$ cat config.mk
export PLATFORM = sky130hd
export DESIGN_NAME = sensor_hub_packet_parser_flat
export DESIGN_NICKNAME = d
export VERILOG_FILES = /design/src/design/shpp_pkg.sv /design/src/design/shpp_ifs.sv /design/src/design/shpp_front.sv /design/src/design/shpp_queue.sv /design/src/design/shpp_walker.sv /design/src/design/sensor_hub_packet_parser.sv /design/src/flat_wrapper.sv
export VERILOG_INCLUDE_DIRS = /design/src /design/src/design
export SDC_FILE = /design/constraint.sdc
export NUM_CORES = 1
export LEC_CHECK = 0
export ABC_CLOCK_PERIOD_IN_PS = 13800
export BUFFER_PORTS_ARGS = -buffer_cell sky130_fd_sc_hd__buf_2
export CORE_ASPECT_RATIO = 0.75
export CORE_UTILIZATION = 56
export DETAILED_ROUTE_END_ITERATION = 10
export GPL_ROUTABILITY_DRIVEN = 0
export PLACE_DENSITY = 0.82
export SLEW_MARGIN = 10
export SYNTH_ARGS = -nofsm -noshare
export SYNTH_HDL_FRONTEND = slang
export SYNTH_HIERARCHICAL = 1
export SYNTH_SLANG_ARGS = --single-unit
$ cat constraint.sdc
create_clock -name clk -period 13.8 [get_ports clk]
set_input_delay 0.69 -clock clk [delete_from_list [all_inputs] [get_ports clk]]
set_output_delay 0.69 -clock clk [all_outputs]
set_load 0.01 [all_outputs]
$ cat src/design/assert_macros.svh
// ----------------------------------------------------------------------------
// assert_macros.svh
// Assertion shorthands shared by the parser modules.
// ----------------------------------------------------------------------------
`ifndef ASSERT_MACROS_SVH
`define ASSERT_MACROS_SVH

// same-cycle implication, disabled during reset
`define ASSERT_IMPLIES(lbl, clk, rstn, ante, cons) \
    lbl: assert property (@(posedge clk) disable iff (!rstn) (ante) |-> (cons)) \
        else $error("same-cycle implication violated");

// next-cycle implication, disabled during reset
`define ASSERT_NEXT(lbl, clk, rstn, ante, cons) \
    lbl: assert property (@(posedge clk) disable iff (!rstn) (ante) |=> (cons)) \
        else $error("next-cycle implication violated");

`endif

$ cat src/design/shpp_pkg.sv
// ----------------------------------------------------------------------------
// shpp_pkg
// Types and constants of the sensor-hub packet parser.
// ----------------------------------------------------------------------------
package shpp_pkg;

    localparam int LEN_W       = 15;
    localparam int WALK_W      = 16;
    localparam int QUEUE_DEPTH = 2;

    localparam logic [LEN_W-1:0]  MAX_LEN_RESET = 15'd320;
    localparam logic [LEN_W-1:0]  HDR_LEN       = 15'd4;
    localparam logic [7:0]        CHAN_EXEC     = 8'd1;
    localparam logic [7:0]        CHAN_INPUT    = 8'd3;
    localparam logic [7:0]        ID_TS_BASE    = 8'hFB;
    localparam logic [7:0]        ID_TS_REBASE  = 8'hFA;
    localparam logic [7:0]        ID_ROTVEC     = 8'h08;
    localparam logic [7:0]        RESET_DONE_ID = 8'h01;
    localparam logic [WALK_W-1:0] TS_LEN        = 16'd5;
    localparam logic [WALK_W-1:0] ROT_LEN       = 16'd12;
    localparam logic [3:0]        ROT_FIRST_OFF = 4'd4;
    localparam logic [3:0]        ROT_LAST_OFF  = 4'd10;
    localparam logic [3:0]        ROT_END_OFF   = 4'd11;

    localparam logic EVT_ROTATION   = 1'b0;
    localparam logic EVT_RESET_DONE = 1'b1;

    typedef enum logic [1:0] {
        CMD_CLEAR = 2'd0,
        CMD_EXEC  = 2'd1,
        CMD_INPUT = 2'd2
    } cmd_kind_t;

    typedef enum logic [3:0] {
        RT_NONE = 4'b0001,
        RT_SKIP = 4'b0010,
        RT_ROT  = 4'b0100,
        RT_STOP = 4'b1000
    } report_t;

    typedef struct packed {
        cmd_kind_t        kind;
        logic [LEN_W-1:0] offset;
        logic [LEN_W-1:0] payload_len;
        logic [7:0]       data;
    } cmd_t;

endpackage

$ cat src/design/shpp_ifs.sv
// ----------------------------------------------------------------------------
// shpp_ifs
// Channel interfaces: byte stream in, parsed events out.
// ----------------------------------------------------------------------------
interface shpp_byte_if;
    logic       valid;
    logic       ready;
    logic [7:0] data_byte;
    logic       packet_start;

    modport source (output valid, output data_byte, output packet_start, input ready);
    modport sink   (input valid, input data_byte, input packet_start, output ready);
endinterface

interface shpp_event_if;
    logic               valid;
    logic               ready;
    logic               event_kind;
    logic signed [15:0] quat_i;
    logic signed [15:0] quat_j;
    logic signed [15:0] quat_k;
    logic signed [15:0] quat_real;

    modport source (output valid, output event_kind, output quat_i, output quat_j,
                    output quat_k, output quat_real, input ready);
    modport sink   (input valid, input event_kind, input quat_i, input quat_j,
                    input quat_k, input quat_real, output ready);
endinterface

$ cat src/design/shpp_front.sv
// ----------------------------------------------------------------------------
// shpp_front
// Header tracker: follows byte position, length and channel, drops bad or
// foreign bytes and issues walker commands for header byte 3 and payload.
// ----------------------------------------------------------------------------
`include "assert_macros.svh"

module shpp_front (
    input  logic                      clk,
    input  logic                      rst_n,
    input  logic                      cfg_we,
    input  logic [shpp_pkg::LEN_W-1:0] cfg_wdata,
    shpp_byte_if.sink                 byte_in,
    output logic                      cmd_valid,
    output shpp_pkg::cmd_t            cmd,
    input  logic                      cmd_ready
);
    import shpp_pkg::*;

    logic [LEN_W-1:0] max_len_reg;
    logic [LEN_W-1:0] pos_reg,  pos_next;
    logic [LEN_W-1:0] len_reg,  len_next;
    logic [7:0]       chan_reg, chan_next;
    logic             ign_reg,  ign_next;

    logic             accept;
    logic [LEN_W-1:0] pos_cur;
    logic             ign_cur;
    logic [LEN_W-1:0] len_hdr;
    logic [LEN_W:0]   pos_plus;

    assign byte_in.ready = cmd_ready;
    assign accept        = byte_in.valid && cmd_ready;
    assign pos_cur       = byte_in.packet_start ? '0 : pos_reg;
    assign ign_cur       = byte_in.packet_start ? 1'b0 : ign_reg;
    assign len_hdr       = {byte_in.data_byte[6:0], len_reg[7:0]};
    assign pos_plus      = {1'b0, pos_cur} + {{LEN_W{1'b0}}, 1'b1};

    always_comb
    begin
        pos_next        = pos_reg;
        len_next        = len_reg;
        chan_next       = chan_reg;
        ign_next        = ign_reg;
        cmd_valid       = 1'b0;
        cmd.kind        = CMD_CLEAR;
        cmd.offset      = pos_cur - HDR_LEN;
        cmd.payload_len = len_reg - HDR_LEN;
        cmd.data        = byte_in.data_byte;
        if (accept && !ign_cur)
        begin
            ign_next = 1'b0;
            if (pos_cur == 15'd0)
            begin
                len_next = {7'd0, byte_in.data_byte};
            end
            else if (pos_cur == 15'd1)
            begin
                len_next = len_hdr;
                if (len_hdr == '0 || len_hdr > max_len_reg)
                begin
                    ign_next = 1'b1;
                end
            end
            else if (pos_cur == 15'd2)
            begin
                chan_next = byte_in.data_byte;
            end
            else if (pos_cur == 15'd3)
            begin
                cmd_valid = 1'b1;
                cmd.kind  = CMD_CLEAR;
            end
            else if (chan_reg == CHAN_EXEC)
            begin
                cmd_valid = 1'b1;
                cmd.kind  = CMD_EXEC;
            end
            else if (chan_reg == CHAN_INPUT)
            begin
                cmd_valid = 1'b1;
                cmd.kind  = CMD_INPUT;
            end
            pos_next = pos_plus[LEN_W-1:0];
            if (pos_cur >= 15'd3 && pos_plus >= {1'b0, len_reg})
            begin
                ign_next = 1'b1;
            end
        end
    end

    always_ff @(posedge clk or negedge rst_n)
    begin
        if (!rst_n)
        begin
            max_len_reg <= MAX_LEN_RESET;
            pos_reg     <= '0;
            len_reg     <= '0;
            chan_reg    <= '0;
            ign_reg     <= 1'b1;
        end
        else
        begin
            if (cfg_we)
            begin
                max_len_reg <= cfg_wdata;
            end
            pos_reg  <= pos_next;
            len_reg  <= len_next;
            chan_reg <= chan_next;
            ign_reg  <= ign_next;
        end
    end

    `ASSERT_IMPLIES(a_front_no_cmd_without_accept, clk, rst_n, cmd_valid, accept)
endmodule

$ cat src/design/shpp_queue.sv
// ----------------------------------------------------------------------------
// shpp_queue
// Short command queue between header tracker and report walker.
// ----------------------------------------------------------------------------
`include "assert_macros.svh"

module shpp_queue (
    input  logic           clk,
    input  logic           rst_n,
    input  logic           push_valid,
    input  shpp_pkg::cmd_t push_cmd,
    output logic           push_ready,
    output logic           pop_valid,
    output shpp_pkg::cmd_t pop_cmd,
    input  logic           pop_ready
);
    import shpp_pkg::*;

    localparam int PTR_W = (QUEUE_DEPTH > 1) ? $clog2(QUEUE_DEPTH) : 1;
    localparam int CNT_W = $clog2(QUEUE_DEPTH + 1);
    localparam logic [PTR_W-1:0] LAST_PTR = PTR_W'(QUEUE_DEPTH - 1);
    localparam logic [CNT_W-1:0] FULL_CNT = CNT_W'(QUEUE_DEPTH);

    cmd_t             entry_reg [QUEUE_DEPTH];
    logic [PTR_W-1:0] wr_ptr_reg, wr_ptr_next;
    logic [PTR_W-1:0] rd_ptr_reg, rd_ptr_next;
    logic [CNT_W-1:0] count_reg,  count_next;
    logic             push;
    logic             pop;

    assign push_ready = (count_reg != FULL_CNT);
    assign pop_valid  = (count_reg != '0);
    assign pop_cmd    = entry_reg[rd_ptr_reg];
    assign push       = push_valid && push_ready;
    assign pop        = pop_valid && pop_ready;

    always_comb
    begin
        wr_ptr_next = wr_ptr_reg;
        rd_ptr_next = rd_ptr_reg;
        count_next  = count_reg;
        if (push)
        begin
            wr_ptr_next = (wr_ptr_reg == LAST_PTR) ? '0 : wr_ptr_reg + 1'b1;
        end
        if (pop)
        begin
            rd_ptr_next = (rd_ptr_reg == LAST_PTR) ? '0 : rd_ptr_reg + 1'b1;
        end
        if (push && !pop)
        begin
            count_next = count_reg + 1'b1;
        end
        else if (pop && !push)
        begin
            count_next = count_reg - 1'b1;
        end
    end

    always_ff @(posedge clk)
    begin
        if (push)
        begin
            entry_reg[wr_ptr_reg] <= push_cmd;
        end
    end

    always_ff @(posedge clk or negedge rst_n)
    begin
        if (!rst_n)
        begin
            wr_ptr_reg <= '0;
            rd_ptr_reg <= '0;
            count_reg  <= '0;
        end
        else
        begin
            wr_ptr_reg <= wr_ptr_next;
            rd_ptr_reg <= rd_ptr_next;
            count_reg  <= count_next;
        end
    end

    `ASSERT_IMPLIES(a_queue_count_bound, clk, rst_n, 1'b1, count_reg <= FULL_CNT)
    `ASSERT_IMPLIES(a_queue_no_overflow, clk, rst_n, push_valid, push_ready)
endmodule

$ cat src/design/shpp_walker.sv
// ----------------------------------------------------------------------------
// shpp_walker
// Report walker: executes queued commands, assembles rotation vectors and
// holds each event in an output register until taken.
// ----------------------------------------------------------------------------
`include "assert_macros.svh"

module shpp_walker (
    input  logic           clk,
    input  logic           rst_n,
    input  logic           cmd_valid,
    input  shpp_pkg::cmd_t cmd,
    output logic           cmd_ready,
    shpp_event_if.source   event_out
);
    import shpp_pkg::*;

    logic [WALK_W-1:0] rs_reg,      rs_next;
    report_t           rt_reg,      rt_next;
    logic [55:0]       partial_reg, partial_next;
    logic              out_valid_reg, out_valid_next;
    logic              kind_reg,    kind_next;
    logic [15:0]       qi_reg, qj_reg, qk_reg, qr_reg;
    logic [15:0]       qi_next, qj_next, qk_next, qr_next;

    logic              advance;
    logic              pop;
    logic [WALK_W-1:0] p16;
    logic [WALK_W-1:0] p_end;
    logic [WALK_W-1:0] diff;
    logic [3:0]        off;
    logic [2:0]        lane;
    logic              reset_done_out;
    logic [15:0]       quat_any;

    assign advance   = !out_valid_reg || event_out.ready;
    assign cmd_ready = advance;
    assign pop       = cmd_valid && advance;
    assign p16       = {1'b0, cmd.offset};
    assign p_end     = p16 + ROT_LEN;
    assign diff      = p_end - rs_reg;
    assign off       = diff[3:0];
    assign lane      = 3'(off - ROT_FIRST_OFF);

    always_comb
    begin
        rs_next        = rs_reg;
        rt_next        = rt_reg;
        partial_next   = partial_reg;
        out_valid_next = advance ? 1'b0 : out_valid_reg;
        kind_next      = kind_reg;
        qi_next        = qi_reg;
        qj_next        = qj_reg;
        qk_next        = qk_reg;
        qr_next        = qr_reg;
        if (pop)
        begin
            case (cmd.kind)
                CMD_CLEAR:
                begin
                    rs_next      = '0;
                    rt_next      = RT_NONE;
                    partial_next = '0;
                end
                CMD_EXEC:
                begin
                    if (cmd.offset == '0 && cmd.data == RESET_DONE_ID)
                    begin
                        out_valid_next = 1'b1;
                        kind_next      = EVT_RESET_DONE;
                        qi_next        = '0;
                        qj_next        = '0;
                        qk_next        = '0;
                        qr_next        = '0;
                    end
                end
                CMD_INPUT:
                begin
                    if (rt_reg != RT_STOP)
                    begin
                        if (p16 == rs_reg)
                        begin
                            if (cmd.data == ID_TS_BASE || cmd.data == ID_TS_REBASE)
                            begin
                                rt_next = RT_SKIP;
                                rs_next = p16 + TS_LEN;
                            end
                            else if (cmd.data == ID_ROTVEC &&
                                     p_end <= {1'b0, cmd.payload_len})
                            begin
                                rt_next      = RT_ROT;
                                rs_next      = p_end;
                                partial_next = '0;
                            end
                            else
                            begin
                                rt_next = RT_STOP;
                            end
                        end
                        else if (rt_reg == RT_ROT && p16 < rs_reg && p_end >= rs_reg)
                        begin
                            if (off >= ROT_FIRST_OFF && off <= ROT_LAST_OFF)
                            begin
                                partial_next[{lane, 3'b000} +: 8] = cmd.data;
                            end
                            else if (off == ROT_END_OFF)
                            begin
                                out_valid_next = 1'b1;
                                kind_next      = EVT_ROTATION;
                                qi_next        = partial_reg[15:0];
                                qj_next        = partial_reg[31:16];
                                qk_next        = partial_reg[47:32];
                                qr_next        = {cmd.data, partial_reg[55:48]};
                            end
                        end
                    end
                end
                default:
                begin
                    rt_next = rt_reg;
                end
            endcase
        end
    end

    always_ff @(posedge clk or negedge rst_n)
    begin
        if (!rst_n)
        begin
            rs_reg        <= '0;
            rt_reg        <= RT_NONE;
            partial_reg   <= '0;
            out_valid_reg <= 1'b0;
        end
        else
        begin
            rs_reg        <= rs_next;
            rt_reg        <= rt_next;
            partial_reg   <= partial_next;
            out_valid_reg <= out_valid_next;
        end
    end

    always_ff @(posedge clk)
    begin
        kind_reg <= kind_next;
        qi_reg   <= qi_next;
        qj_reg   <= qj_next;
        qk_reg   <= qk_next;
        qr_reg   <= qr_next;
    end

    assign event_out.valid      = out_valid_reg;
    assign event_out.event_kind = kind_reg;
    assign event_out.quat_i     = qi_reg;
    assign event_out.quat_j     = qj_reg;
    assign event_out.quat_k     = qk_reg;
    assign event_out.quat_real  = qr_reg;

    assign reset_done_out = out_valid_reg && kind_reg == EVT_RESET_DONE;
    assign quat_any       = qi_reg | qj_reg | qk_reg | qr_reg;

    `ASSERT_NEXT(a_walk_event_needs_pop, clk, rst_n, !out_valid_reg && !pop, !out_valid_reg)
    `ASSERT_IMPLIES(a_walk_reset_done_zero, clk, rst_n, reset_done_out, quat_any == '0)
endmodule

$ cat src/design/sensor_hub_packet_parser.sv
// ----------------------------------------------------------------------------
// sensor_hub_packet_parser
// Sensor-hub packet parser: reset-complete and rotation-vector events.
//
//   channel    dir  handshake      payload
//   byte_in    in   valid/ready    data_byte[7:0], packet_start
//   event_out  out  valid/ready    event_kind, quat_i/j/k/real[15:0] (Q1.14)
//   cfg        in   cfg_we         cfg_wdata[14:0] = max_packet_length
//
// One byte per cycle; the header tracker accepts a byte whenever the
// two-entry command queue has room.
// The walker executes one queued command per cycle unless its output stalls; an
// event goes valid after its completing byte passes the queue and the walker.
// Reset: max_packet_length is 320 and bytes are dropped until packet_start.
// A stalled output holds the walker; byte_in.ready drops once two commands wait.
// ----------------------------------------------------------------------------
module sensor_hub_packet_parser (
    input  logic                       clk,
    input  logic                       rst_n,
    input  logic                       cfg_we,
    input  logic [shpp_pkg::LEN_W-1:0] cfg_wdata,
    shpp_byte_if.sink                  byte_in,
    shpp_event_if.source               event_out
);
    import shpp_pkg::*;

    logic front_valid;
    logic front_ready;
    cmd_t front_cmd;
    logic back_valid;
    logic back_ready;
    cmd_t back_cmd;

    shpp_front u_front (
        .clk       (clk),
        .rst_n     (rst_n),
        .cfg_we    (cfg_we),
        .cfg_wdata (cfg_wdata),
        .byte_in   (byte_in),
        .cmd_valid (front_valid),
        .cmd       (front_cmd),
        .cmd_ready (front_ready)
    );

    shpp_queue u_queue (
        .clk        (clk),
        .rst_n      (rst_n),
        .push_valid (front_valid),
        .push_cmd   (front_cmd),
        .push_ready (front_ready),
        .pop_valid  (back_valid),
        .pop_cmd    (back_cmd),
        .pop_ready  (back_ready)
    );

    shpp_walker u_walker (
        .clk       (clk),
        .rst_n     (rst_n),
        .cmd_valid (back_valid),
        .cmd       (back_cmd),
        .cmd_ready (back_ready),
        .event_out (event_out)
    );
endmodule
$ cat src/flat_wrapper.sv
// flat-port wrapper written by rule: the top's interface ports become plain ports
module sensor_hub_packet_parser_flat import shpp_pkg::*;
  (clk, rst_n, cfg_we, cfg_wdata, byte_in_valid, byte_in_data_byte, byte_in_packet_start, byte_in_ready, event_out_valid, event_out_event_kind, event_out_quat_i, event_out_quat_j, event_out_quat_k, event_out_quat_real, event_out_ready);
  shpp_byte_if byte_in_i ();
  shpp_event_if event_out_i ();
  input  logic clk;
  input  logic rst_n;
  input  logic cfg_we;
  input  logic [shpp_pkg::LEN_W-1:0] cfg_wdata;
  input wire logic [$bits(byte_in_i.valid)-1:0] byte_in_valid;
  input wire logic [$bits(byte_in_i.data_byte)-1:0] byte_in_data_byte;
  input wire logic [$bits(byte_in_i.packet_start)-1:0] byte_in_packet_start;
  output wire logic [$bits(byte_in_i.ready)-1:0] byte_in_ready;
  output wire logic [$bits(event_out_i.valid)-1:0] event_out_valid;
  output wire logic [$bits(event_out_i.event_kind)-1:0] event_out_event_kind;
  output wire logic [$bits(event_out_i.quat_i)-1:0] event_out_quat_i;
  output wire logic [$bits(event_out_i.quat_j)-1:0] event_out_quat_j;
  output wire logic [$bits(event_out_i.quat_k)-1:0] event_out_quat_k;
  output wire logic [$bits(event_out_i.quat_real)-1:0] event_out_quat_real;
  input wire logic [$bits(event_out_i.ready)-1:0] event_out_ready;
  assign byte_in_i.valid = byte_in_valid;
  assign byte_in_i.data_byte = byte_in_data_byte;
  assign byte_in_i.packet_start = byte_in_packet_start;
  assign byte_in_ready = byte_in_i.ready;
  assign event_out_valid = event_out_i.valid;
  assign event_out_event_kind = event_out_i.event_kind;
  assign event_out_quat_i = event_out_i.quat_i;
  assign event_out_quat_j = event_out_i.quat_j;
  assign event_out_quat_k = event_out_i.quat_k;
  assign event_out_quat_real = event_out_i.quat_real;
  assign event_out_i.ready = event_out_ready;
  sensor_hub_packet_parser u_core (.clk(clk), .rst_n(rst_n), .cfg_we(cfg_we), .cfg_wdata(cfg_wdata), .byte_in(byte_in_i), .event_out(event_out_i));
endmodule
Word level (Yosys, flattened, before mapping)
Memory sizes are Yosys's and may differ from the RTL's.
Index checks and enable logic that the tools add are counted.
{"block": "classes", "n_lt_le_gt_ge": 8, "eq_ne": 28, "n_addsub": 12, "n_reduce_logical": 35, "bitwise": 2, "mux": 87, "shifts": 2}
{"cell": "16-bit two-way mux", "count": 25}
{"cell": "56-bit two-way mux", "count": 6}
{"cell": "16-bit one-hot mux with 2 select lines", "count": 5}
{"cell": "56-bit one-hot mux with 2 select lines", "count": 1}
{"cell": "56-bit bitwise mux", "count": 1}
{"cell": "8-bit by 8-bit variable shift with 56-bit output (first input constant)", "count": 1}
{"cell": "8-bit by 8-bit indexed part select with 56-bit output", "count": 1}
{"cell": "15-bit zero test", "count": 3}
{"cell": "15-bit two-way mux", "count": 3}
{"cell": "15-bit by 2-bit == test with 1-bit output (second input constant)", "count": 2}
{"cell": "1-bit two-way mux", "count": 30}
{"cell": "15-bit by 3-bit subtractor with 15-bit output (second input constant)", "count": 2}
{"cell": "2-bit two-way mux", "count": 9}
{"cell": "15-bit by 1-bit adder with 16-bit output (second input constant)", "count": 1}
{"cell": "15-bit by 3-bit adder with 16-bit output (second input constant)", "count": 1}
{"cell": "15-bit by 4-bit adder with 16-bit output (second input constant)", "count": 1}
{"cell": "15-bit by 16-bit == test with 1-bit output", "count": 1}
{"cell": "8-bit by 1-bit == test with 1-bit output (second input constant)", "count": 2}
{"cell": "8-bit == test (second input constant)", "count": 2}
{"cell": "16-bit by 15-bit greater-or-equal comparator with 1-bit output", "count": 1}
{"cell": "16-bit greater-or-equal comparator", "count": 1}
{"cell": "16-bit by 15-bit <= comparator with 1-bit output", "count": 1}
{"cell": "15-bit by 16-bit less-than comparator with 1-bit output", "count": 1}
{"cell": "4-bit two-way mux", "count": 4}
{"cell": "other kinds (33)", "count": 69}
{"block": "word_totals", "regBits": 200, "ramBits": 80, "elab_cells": 193, "memories": 1}
{"memory": "u_core.u_queue.entry_reg", "depth": 2, "word_bits": 40, "read_ports": 1, "rd_clocked_by_memory_dff": 0, "wr": 1, "line": "shpp_queue.sv:24", "text": "cmd_t entry_reg [QUEUE_DEPTH];"}

Depth between registers and ports, before layout
{"block": "logic_depth", "word_depth": 13, "ltp_mapped": 18, "depth_no_buf": 14}

Modules after synthesis
The synthesis kept the hierarchy.
{"mod": "shpp_walker", "cells_each": 726, "instances": 1, "area_each_um2": 7706.1}
{"mod": "shpp_front", "cells_each": 468, "instances": 1, "area_each_um2": 4018.9}
{"mod": "shpp_queue", "cells_each": 143, "instances": 1, "area_each_um2": 3284.4}

Least setup slack after synthesis
Ideal clock, no wire load.
{"block": "synth_timing", "path_type": "register to register", "startpoint": "register u_core.u_queue.rd_ptr_reg", "endpoint": "register u_core.u_walker.kind_reg (netlist: u_core/u_walker/event_out.event_kind) (enable)", "slack_ps": 5194, "required_ps": 13207, "stages_incl_launch_ff": 18, "arrival_ps": 8013, "setup_time_ps": 593, "path_cell_list": "dfrtp_1 > buf_6 > buf_12 > mux2_4 > buf_2 > and4_1 > and2_1 > and4_1 > nand2_1 > xnor2_1 > ha_1 > nand4_1 > a2111oi_0 > o21ai_0 > a21oi_1 > nor2b_1 > nand4_1 > a221oi_1"}
{"item": "start, declared", "line": "shpp_queue.sv:26", "text": "logic [PTR_W-1:0] rd_ptr_reg, rd_ptr_next;"}
{"item": "start signal, assigned", "line": "shpp_queue.sv:79", "text": "rd_ptr_reg <= rd_ptr_next;"}
{"item": "end signal, assigned", "line": "shpp_walker.sv:146", "text": "kind_reg <= kind_next;"}
{"item": "end, declared", "line": "shpp_walker.sv:22", "text": "logic kind_reg, kind_next;"}

==> summary.txt <==
Floorplanning
  • Core Area: 26,200 um2
  • IO Pins: 96
  • Die Span X: roughly 190 um
  • Rows: ~50
  • Die area: ~27,000 um2
  • Starting Density: 0.574
  • Chip height: 144 um

Clocking
  • Hold buffers post-CTS: 0
  • Clock sink count: 280
  • Htree depth: 1
  • Clk buf depth: 3
  • Clock transition at the registers of the reported paths: 0.06 ns
  • CTS buffer count: 28
  • Root Buffer: clkbuf_16
  • Clk_lat worst skew: about 0.56 ns
  • # resized after CTS: 0
  • CTS tree: built
  • Post-CTS Setup Bufs: 0

Synthesis
  • Top FF cell, synth: edfxtp_1
  • Top post-synthesis cells by count: edfxtp_1, nand2_1, dfrtp_1
  • Mapped Area: 15,000 um2
  • Largest cells by area after synthesis: edfxtp_1, dfrtp_1, ha_1
  • Count leader, synth: edfxtp_1
  • Synth top area share: 0.290
  • Register area share after synthesis: 0.516
  • Number of synthesized flops with an enable pin: approximately 150
  • Synth Warn #: 6
  • Asr flop ratio synth: 0.482
  • Syn_nets: between 1,000 and 1,500
  • Mean Syn Cell Area: 11.2 um2
  • Seq cells post-synth: between 200 and 300
  • Post-Syn Instances: 1,337
  • Cell taking the most area after synthesis: edfxtp_1
  • Distinct cell type count after synthesis: 86

Finish
  • Number of flip-flops in the largest register: 80
  • Layout fillers: around 2,000
  • Share of layout cells above drive strength 1: 0.162
  • Ant. Diodes: 0
  • Area Overhead vs Synth: 10.0%
  • Layout Nets: 1,512

Pwr
  • VDD IR-drop max: 0.175 mV
  • Pwr dens: 184 nW/um2
  • P_leak: 6.86 nW

Run
  • # Max-Cap Violations: 0

GRT
  • First-pass GRT wire length: 52.5 mm
  • GRT Total Usage: 0.245
  • Vias in the first global route: ~9,800
  • Largest net degree at the start of global routing: between 80 and 90
  • Initial antenna violation count: 0
  • Gr ovfl total: 0

Worst setup path
  • CP startpoint: u_core/u_queue/rd_ptr_reg
  • R2R Path Start: u_core/u_queue/rd_ptr_reg
  • WS Path Type: register to register
  • CP Launch Type: register
  • WP data required: 13.98 ns
  • WP data arrival: around 5.7 ns
  • CP max FO: 65
  • Crit path capture type: register

Routing
  • Vias: about 10,000
  • Vias per inst: 5.93
  • Drt drc: 0
  • Total wire length: roughly 34 mm
  • Detailed Route Iter0 Violations: roughly 1,200
  • Pre-Repair DR Iteration Count: 5
  • Antenna Violating Nets Remaining: 0
  • WL per Instance: between 15 and 20 um

STA
  • Minimum clock period: about 5.5 ns
  • Endpoints failing hold: 0
  • Tightest Pin Transition: around 1.2 ns
  • Final Slew Violations: 0
  • Period Utilization, post-route: 0.398
  • Min Hold Slack: between 0.1 and 0.15 ns
  • Clk_skew: between 0.015 and 0.02 ns
  • RSZ-0062 raised after global routing: no
  • Setup TNS: 0 ns
  • F_max: ~0.18 GHz
  • Final worst setup slack: a little over 8 ns
  • Finish-stage setup viols: 0
  • Worst slew margin: 0.231

Outcome
  • Outcome: finished clean

Placed design
  • Pre-CTS setup slack: 8.34 ns
  • HPWL Detailed: 23.2 mm
  • Port Buffer Count: 95

Hold path
  • Hold/Removal Path Class: primary input to asynchronous set/reset pin
[critical path, cell delays in order (launching register included)]
cell,delay (ns)
dfrtp_2,0.67
buf_4,0.52
mux2_4,0.30
inv_1,0.12
ha_1,0.28
nor2_1,0.36
nand3_1,0.15
xnor2_1,0.17
ha_1,0.28
nand4_1,0.12
a2111oi_0,0.31
o21ai_0,0.14
a21oi_1,0.29
nor2b_1,0.21
nand4_1,0.15
a221oi_4,0.28
buf_4,0.69
[metal layers]
layer | GRT usage | vias up | share of wire
met5 | 0 | - | 0
met2 | 0.377 | 441 | 0.45
met1 | 0.360 | 5036 | 0.45
li1 | - | 4863 | -
met3 | 0.0391 | 61 | 0.077
met4 | 0.0653 | 0 | 0.023
[cell usage in the layout, fill, tap and decap left out, types with 10 or more instances in the layout]
master / instances
buf_2: 94
ha_1: 94
nor2b_1: 12
clkbuf_16: 28
dfrtp_1: 130
o2bb2ai_1: 56
and2_1: 74
edfxtp_1: 145
o21ai_0: 74
a21oi_1: 38
nand4_1: 19
inv_1: 85
nor2_1: 58
nand2_1: 137
o22ai_1: 10
xor2_1: 20
nand3_1: 47
nor3_1: 17
mux2_4: 39
xnor2_1: 40
[area by class of cell]
class	instances	area, um2	share of cell area
Tap cell	344	430	0.0261
Clock inverter	21	260	0.0158
Sequential cell	280	7740	0.469
Multi-Input combinational cell	887	6500	0.393
Inverter	86	323	0.0195
Timing Repair Buffer	104	553	0.0335
Clock buffer	31	712	0.0431
[kinds of logic (layout without fill, tap and decap cells)]
group | after synthesis | in the layout | synth area share
multiplexers | 56 | 56 | 0.0514
flip-flops | 280 | 280 | 0.516
buffers and inverters | 170 | 242 | 0.0534
AND/OR/NAND/NOR | 426 | 426 | 0.149
adder cells (fa/ha/maj) | 96 | 96 | 0.0805
AO/OA/AOI/OAI | 249 | 249 | 0.115
XOR/XNOR | 60 | 60 | 0.0350
[through the flow]
stage               power, mW  instance area (um2)  utilization  std cells
floorplan                1.96                15000            -       1337
global placement         2.18                15500        0.594       1700
detailed placement       2.23                15500        0.594       1700
CTS                      3.03                16500        0.631       1752
global route             3.21                16500        0.631       1753
finish                   3.04                16500        0.631       1753
[where the power goes]
| part | internal [mW] | leakage (nW) | total [mW] | switching [mW] |
|---|---|---|---|---|
| combinational | 0.412 | 3.26 | 1.14 | 0.726 |
| sequential | 1.03 | 3.13 | 1.11 | 0.0763 |
| clock | 0.469 | 0.477 | 0.796 | 0.327 |
[worst paths after layout]
check | cells past startpoint | end | slack [ns]
setup / recovery | 16 | u_core/u_walker/event_out.quat_j[9] | 8.31
hold / removal | 1 | u_core/u_front/max_len_reg[13] | 0.12
setup reg to reg | 16 | u_core/u_walker/event_out.quat_j[9] | 8.31
hold reg to reg | 1 | u_core/u_queue/count_reg[1] | 0.49
max in group asynchronous | 2 | u_core/u_queue/rd_ptr_reg | 12.26
min in group clk | 3 | u_core/u_front/max_len_reg[5] | 0.33
No activity file was read; power rests on OpenSTA's default activity.
